`config.mk`:
```
export PLATFORM = sky130hd
export DESIGN_NAME = skset_cell
export DESIGN_NICKNAME = d
export VERILOG_FILES = /design/src/rtl/skset_pkg.sv /design/src/rtl/skset_cell.sv
export SDC_FILE = /design/constraint.sdc
export NUM_CORES = 1
export LEC_CHECK = 0
export BUFFER_PORTS_ARGS = -buffer_cell sky130_fd_sc_hd__buf_4
export CORE_AREA = 8 8 85 87
export CTS_CLUSTER_SIZE = 30
export DETAILED_ROUTE_END_ITERATION = 10
export DIE_AREA = 0 0 93 95
export PLACE_DENSITY = 0.79
export SLEW_MARGIN = 40
export SYNTH_ARGS = -nofsm -noshare
export SYNTH_HDL_FRONTEND = slang
export SYNTH_SLANG_ARGS = --single-unit
```
`constraint.sdc`:
```
create_clock -name i_clk -period 2.93 [get_ports i_clk]
set_input_delay 0.586 -clock i_clk [delete_from_list [all_inputs] [get_ports i_clk]]
set_output_delay 0.586 -clock i_clk [all_outputs]
set_load 0.02 [all_outputs]
```
`src/rtl/skset_pkg.sv`:
```
// ----------------------------------------------------------------------------
// skset_pkg
// shared types and constants for the sorted key set
// ----------------------------------------------------------------------------
package skset_pkg;

    localparam int CAPACITY_DEF = 1024;
    localparam int KEY_BITS_DEF = 32;

    typedef enum logic [1:0] {
        OP_ADD = 2'd0,
        OP_DEL = 2'd1,
        OP_HAS = 2'd2
    } t_opcode;

    // control broadcast from the sequencer to every cell
    typedef struct packed {
        logic cmp;
        logic ins;
        logic del;
    } t_cell_ctrl;

endpackage

```
`src/rtl/skset_cell.sv`:
```
// ----------------------------------------------------------------------------
// skset_cell
// one slot of the sorted chain: compares against the request key and shifts
// its key toward or from its neighbors on insert or delete
// ----------------------------------------------------------------------------
module skset_cell #(
    parameter int KEY_BITS = skset_pkg::KEY_BITS_DEF
) (
    input  logic                       i_clk,
    input  logic                       i_rst_n,
    input  skset_pkg::t_cell_ctrl      i_ctrl,
    input  logic signed [KEY_BITS-1:0] i_req_key,
    input  logic signed [KEY_BITS-1:0] i_prev_key,
    input  logic                       i_prev_valid,
    input  logic                       i_prev_lt,
    input  logic signed [KEY_BITS-1:0] i_next_key,
    input  logic                       i_next_valid,
    output logic signed [KEY_BITS-1:0] o_key,
    output logic                       o_valid,
    output logic                       o_lt,
    output logic                       o_eq
);

    logic signed [KEY_BITS-1:0] r_key, n_key;
    logic                       r_valid, n_valid;
    logic                       r_lt;
    logic                       r_eq;

    always_comb begin
        n_key   = r_key;
        n_valid = r_valid;
        if (i_ctrl.ins && !r_lt) begin
            if (i_prev_lt) begin
                n_key   = i_req_key;
                n_valid = 1'b1;
            end else begin
                n_key   = i_prev_key;
                n_valid = i_prev_valid;
            end
        end else if (i_ctrl.del && !r_lt) begin
            n_key   = i_next_key;
            n_valid = i_next_valid;
        end
    end

    always_ff @(posedge i_clk) begin
        if (!i_rst_n) begin
            r_valid <= 1'b0;
        end else begin
            r_valid <= n_valid;
        end
    end

    always_ff @(posedge i_clk) begin
        r_key <= n_key;
        if (i_ctrl.cmp) begin
            r_lt <= r_valid && (r_key < i_req_key);
            r_eq <= r_valid && (r_key == i_req_key);
        end
    end

    assign o_key   = r_key;
    assign o_valid = r_valid;
    assign o_lt    = r_lt;
    assign o_eq    = r_eq;

endmodule

```
# Word-level counts from Yosys, hierarchy flattened
# Index checks and enable logic that the tools add are counted.
# op_classes
n_eq_ne	1
muxes	6
n_mul	0
add_sub_neg	0
shifts	0
order_cmp	1
reduce_logical	6
n_bitwise	0
div	0
# op_table
op	n
32-bit two-way mux	3
32-bit == test	1
32-bit < comparator	1
1-bit logical AND	4
1-bit two-way mux	3
2-bit nonzero test	1
1-bit zero test	1
# word_totals
latch_bits	0
output_inout_bits	35
romBits	0
memories	0
in_bits	104
ff_bits	35
wordCells	18
ramBits	0

# Longest topological paths before layout
# logic_depth
depth_word	4
mapped_depth	8
mapped_depth_nobuf	8

# Least setup slack after synthesis
# Ideal clock, no wire load.
# synth_timing
kind	input to register
start	input port i_ctrl[1] (netlist name)
end	register r_valid, in the netlist o_valid
cell_stages	4
setup_time_ns	0.079
slack_ns	0.272
n_path_buf	0
required_time_ns	2.851
arrival_time_ns	2.579
cell_sequence	nor2_1 -> nor2_1 -> o311ai_0 -> a21boi_0
# synth_via
elab_chain_cells	2
elab_cells_between_ends	3
classes_between	mux (1); reduce/logical (2)
# synth_rtl
item	line	source
start, declared	skset_cell.sv:11	input skset_pkg::t_cell_ctrl i_ctrl,
1-bit logical AND (*)	skset_cell.sv:32	if (i_ctrl.ins && !r_lt) begin
1-bit two-way mux or 2-bit nonzero test (tied branches)	-	
end signal, assigned	skset_cell.sv:50	r_valid <= n_valid;
end, declared	skset_cell.sv:25	logic r_valid, n_valid;
# Every way passes the cells marked *; elsewhere a longest branch is shown, timed or not.
# A chain may end at the register's enable or synchronous reset.

# Worst setup path after layout
# layout_timing
start	input port i_req_key[14]
end	register r_lt, in the netlist o_lt, data pin
# layout_via
elab_chain_cells	2
# layout_rtl
item	line	source
start, declared	skset_cell.sv:12	input logic signed [KEY_BITS-1:0] i_req_key,
32-bit < comparator	skset_cell.sv:57	r_lt <= r_valid && (r_key < i_req_key);
1-bit logical AND	skset_cell.sv:57	
end signal, assigned	skset_cell.sv:57	
end, declared	skset_cell.sv:26	logic r_lt;
# Every way passes these cells.

==> out/summary.txt <==
Worst Hold End -> o_eq
worst setup slack after layout -> 0.817 ns
Clk Latency, worst-skew pair -> 0.28 ns
DPL Wire Length -> 6250 um
final cycle utilization of the critical path -> 72.1%
overall overflow remaining after global route -> 0
clock tree skew after final layout -> 0.00533 ns
ANT cells -> 0
transition at the pin with the smallest max-transition slack -> 0.593 ns
dpl ws -> 0.503 ns
CTS max path bufs -> 2
worst min-delay path startpoint -> i_ctrl[2]
Hold Path Class -> primary input to flip-flop
wire length after detailed routing -> 7400 um
count of input and output buffers -> 138
worst slew slack as a fraction of its limit -> 60.5%
Placement Rows -> 28
Hold Path Cell Cnt -> 1
maximum frequency from static timing analysis -> 473 MHz
mean post-synth cell area -> 9.60 um^2
Post-CTS Setup Bufs -> 0
register cell area after layout -> 1040 um^2
flop and latch count out of synthesis -> 35
Mapped Area -> 2550 um^2
die area -> 8840 um^2
final-report setup violation count -> 0
power per cell area -> 386 nW/um^2
largest net degree at the start of global routing -> 38
CTS sink cnt -> 35
gpl congestion -> 0.783
number of max-capacitance violations reported -> 0
area share of the leading cell type in the synthesized netlist -> 40.0%
Post-Synthesis Net Count -> 402
number of antenna violations at the first check in global routing -> 0
outcome -> finished, final reports clean
start of the worst register-to-register path -> o_key[14]
H-Tree Level Count -> 2
count of hold-fix buffers inserted at cts -> 0
count of mapped cells out of synthesis -> 266
Setup TNS -> 0 ns
post-layout net count -> 538
via count -> 2,410
final worst hold slack -> 0.513 ns
classification of the worst setup path -> primary input to flip-flop
worst endpoint data arrival time -> 2.14 ns
global-route usage over all layers -> 16.6%
first-pass iteration count of the detailed router -> 4
die width -> 93 um
depth of the worst register-to-register path -> 6
clock tree from TritonCTS -> yes
CP Launch Type -> primary input
Clock transition at path regs -> 0.07 ns
setup repair after global routing missed its margin -> no
minimum clock period -> 2.11 ns
Antenna Nets Post-Route -> 0
combined area of the multi-input logic cells -> 1350 um^2
Data required, critical path -> 2.96 ns
wire length of the first global-routing pass -> 11,900 um
Netlist cell types -> 28
share of layout cells above drive strength 1 -> 37.0%
Hold Fails Final Rpt -> 0
count of warnings emitted by yosys -> 0
average vias per placed instance -> 5.04
post-cts gate resize count -> 0
clock root buffer -> clkbuf_8
peak supply drop -> 214 uV
WL/cell -> 15.5 um
vertical die dimension -> 95 um
drt first-iter violations -> 50
register-to-register path setup slack -> 0.82 ns
top library cells by usage in the layout, fill and taps aside -> buf_4 (140), nand2_1 (40), o21ai_0 (38)
share of synthesized area occupied by flip-flops and latches -> 40.8%
reg-to-reg endpoint -> o_lt
static leakage -> 1.91 nW
Top Ports -> 139
final-report max-slew violation count -> 0
DRC violation count after routing -> 0
initial core utilization -> 43.9%
CP endpoint kind -> flip-flop
number of buffers created by CTS -> 5
via count of the first global-routing pass -> 2,569
most common library cell in the layout ignoring fill and taps -> buf_4
Worst Path Max Fanout -> 3
cell taking the most area after synthesis -> edfxtp_1
Layout Area Growth over Synthesis -> 46.6%
top cells by area in the synthesized netlist -> edfxtp_1 (40%), ha_1 (16%), mux2i_1 (13%)
Core Area -> 5820 um^2
number of filler instances in the final layout -> 507
## final cells by class
cell class	count	share of cell area [%]
multi-input cells	187	36.1
repair buffers	140	28.1
flip-flops and latches	35	27.8
inverters	33	3.31
well taps	75	2.51
clock buffers	6	1.94
clock inverters	2	0.201
## metrics by stage
step                utilization, %  std cells  total power [mW]  area [um^2]
CTS                           64.4        478              1.46         3740
detailed placement            63.0        470              1.13         3660
global placement              63.0        470              1.12         3660
finish                        64.4        478              1.45         3740
floorplan                        -        266             0.894         2550
global route                  64.4        478              1.54         3740
## critical path: stages
cell and delay [ns]:
buf_4 0.09, inv_1 0.04, ha_1 0.32, nand4_2 0.15, nor4_2 0.36, a22o_1 0.19
o22ai_1 0.10, mux2_1 0.32
## per-layer routing
layer	wire, um	vias up	track usage [%]
li1	-	1222	-
met1	2930	1104	18.2
met2	3840	77	30.3
met3	541	7	4.84
met4	86	0	4.97
met5	0	-	0
## registers in the layout, indices dropped and copies added (netlist names)
name / flops
o_eq: 1
o_key: 32
o_lt: 1
o_valid: 1
## cell families after synthesis
group | Yosys count | synth area share (%)
buffers and inverters | 44 | 6.62
adders and majority gates | 32 | 15.7
and+or+nand+nor | 62 | 11.2
AOI/OAI and AO/OA | 60 | 12.7
muxes | 33 | 13.0
DFF | 35 | 40.8
## cell usage after synthesis
cell and count:
o21ai_0 38, o311ai_0 1, nand2b_1 2, a21oi_1 13, nor2_1 4, a21boi_0 1, nand3b_1 1, dfxtp_1 1
a21o_1 2, nand2_1 40, clkbuf_1 8, ha_1 32, nor4_1 1, nor2b_1 2, nor4_2 1, mux2_1 1
o22ai_1 1, nand4_2 1, nand4_1 5, edfxtp_1 34, inv_1 33, nand3_1 3, buf_2 3, o31a_1 1
a211oi_1 2, mux2i_1 32, a22o_1 1, nor3_1 2
## how the worst max path moves through the flow
| stage | start | to |
|---|---|---|
| 2_1_floorplan | i_ctrl[1] | o_valid |
| 3_3_place_gp | i_req_key[14] | o_lt |
| 3_5_place_dp | i_req_key[9] | o_lt |
| 4_1_cts | o_key[14] | o_lt |
| 5_1_grt | o_key[14] | o_lt |
| 6_report | i_req_key[14] | o_lt |
## power by group
group	total (mW)	leakage [nW]	internal [mW]	switching, mW
Sequential	0.639	0.345	0.611	0.0276
Clock	0.328	0.0403	0.162	0.166
Combinational	0.479	1.53	0.237	0.242
Note: power is estimated with default switching activity, not from simulation.
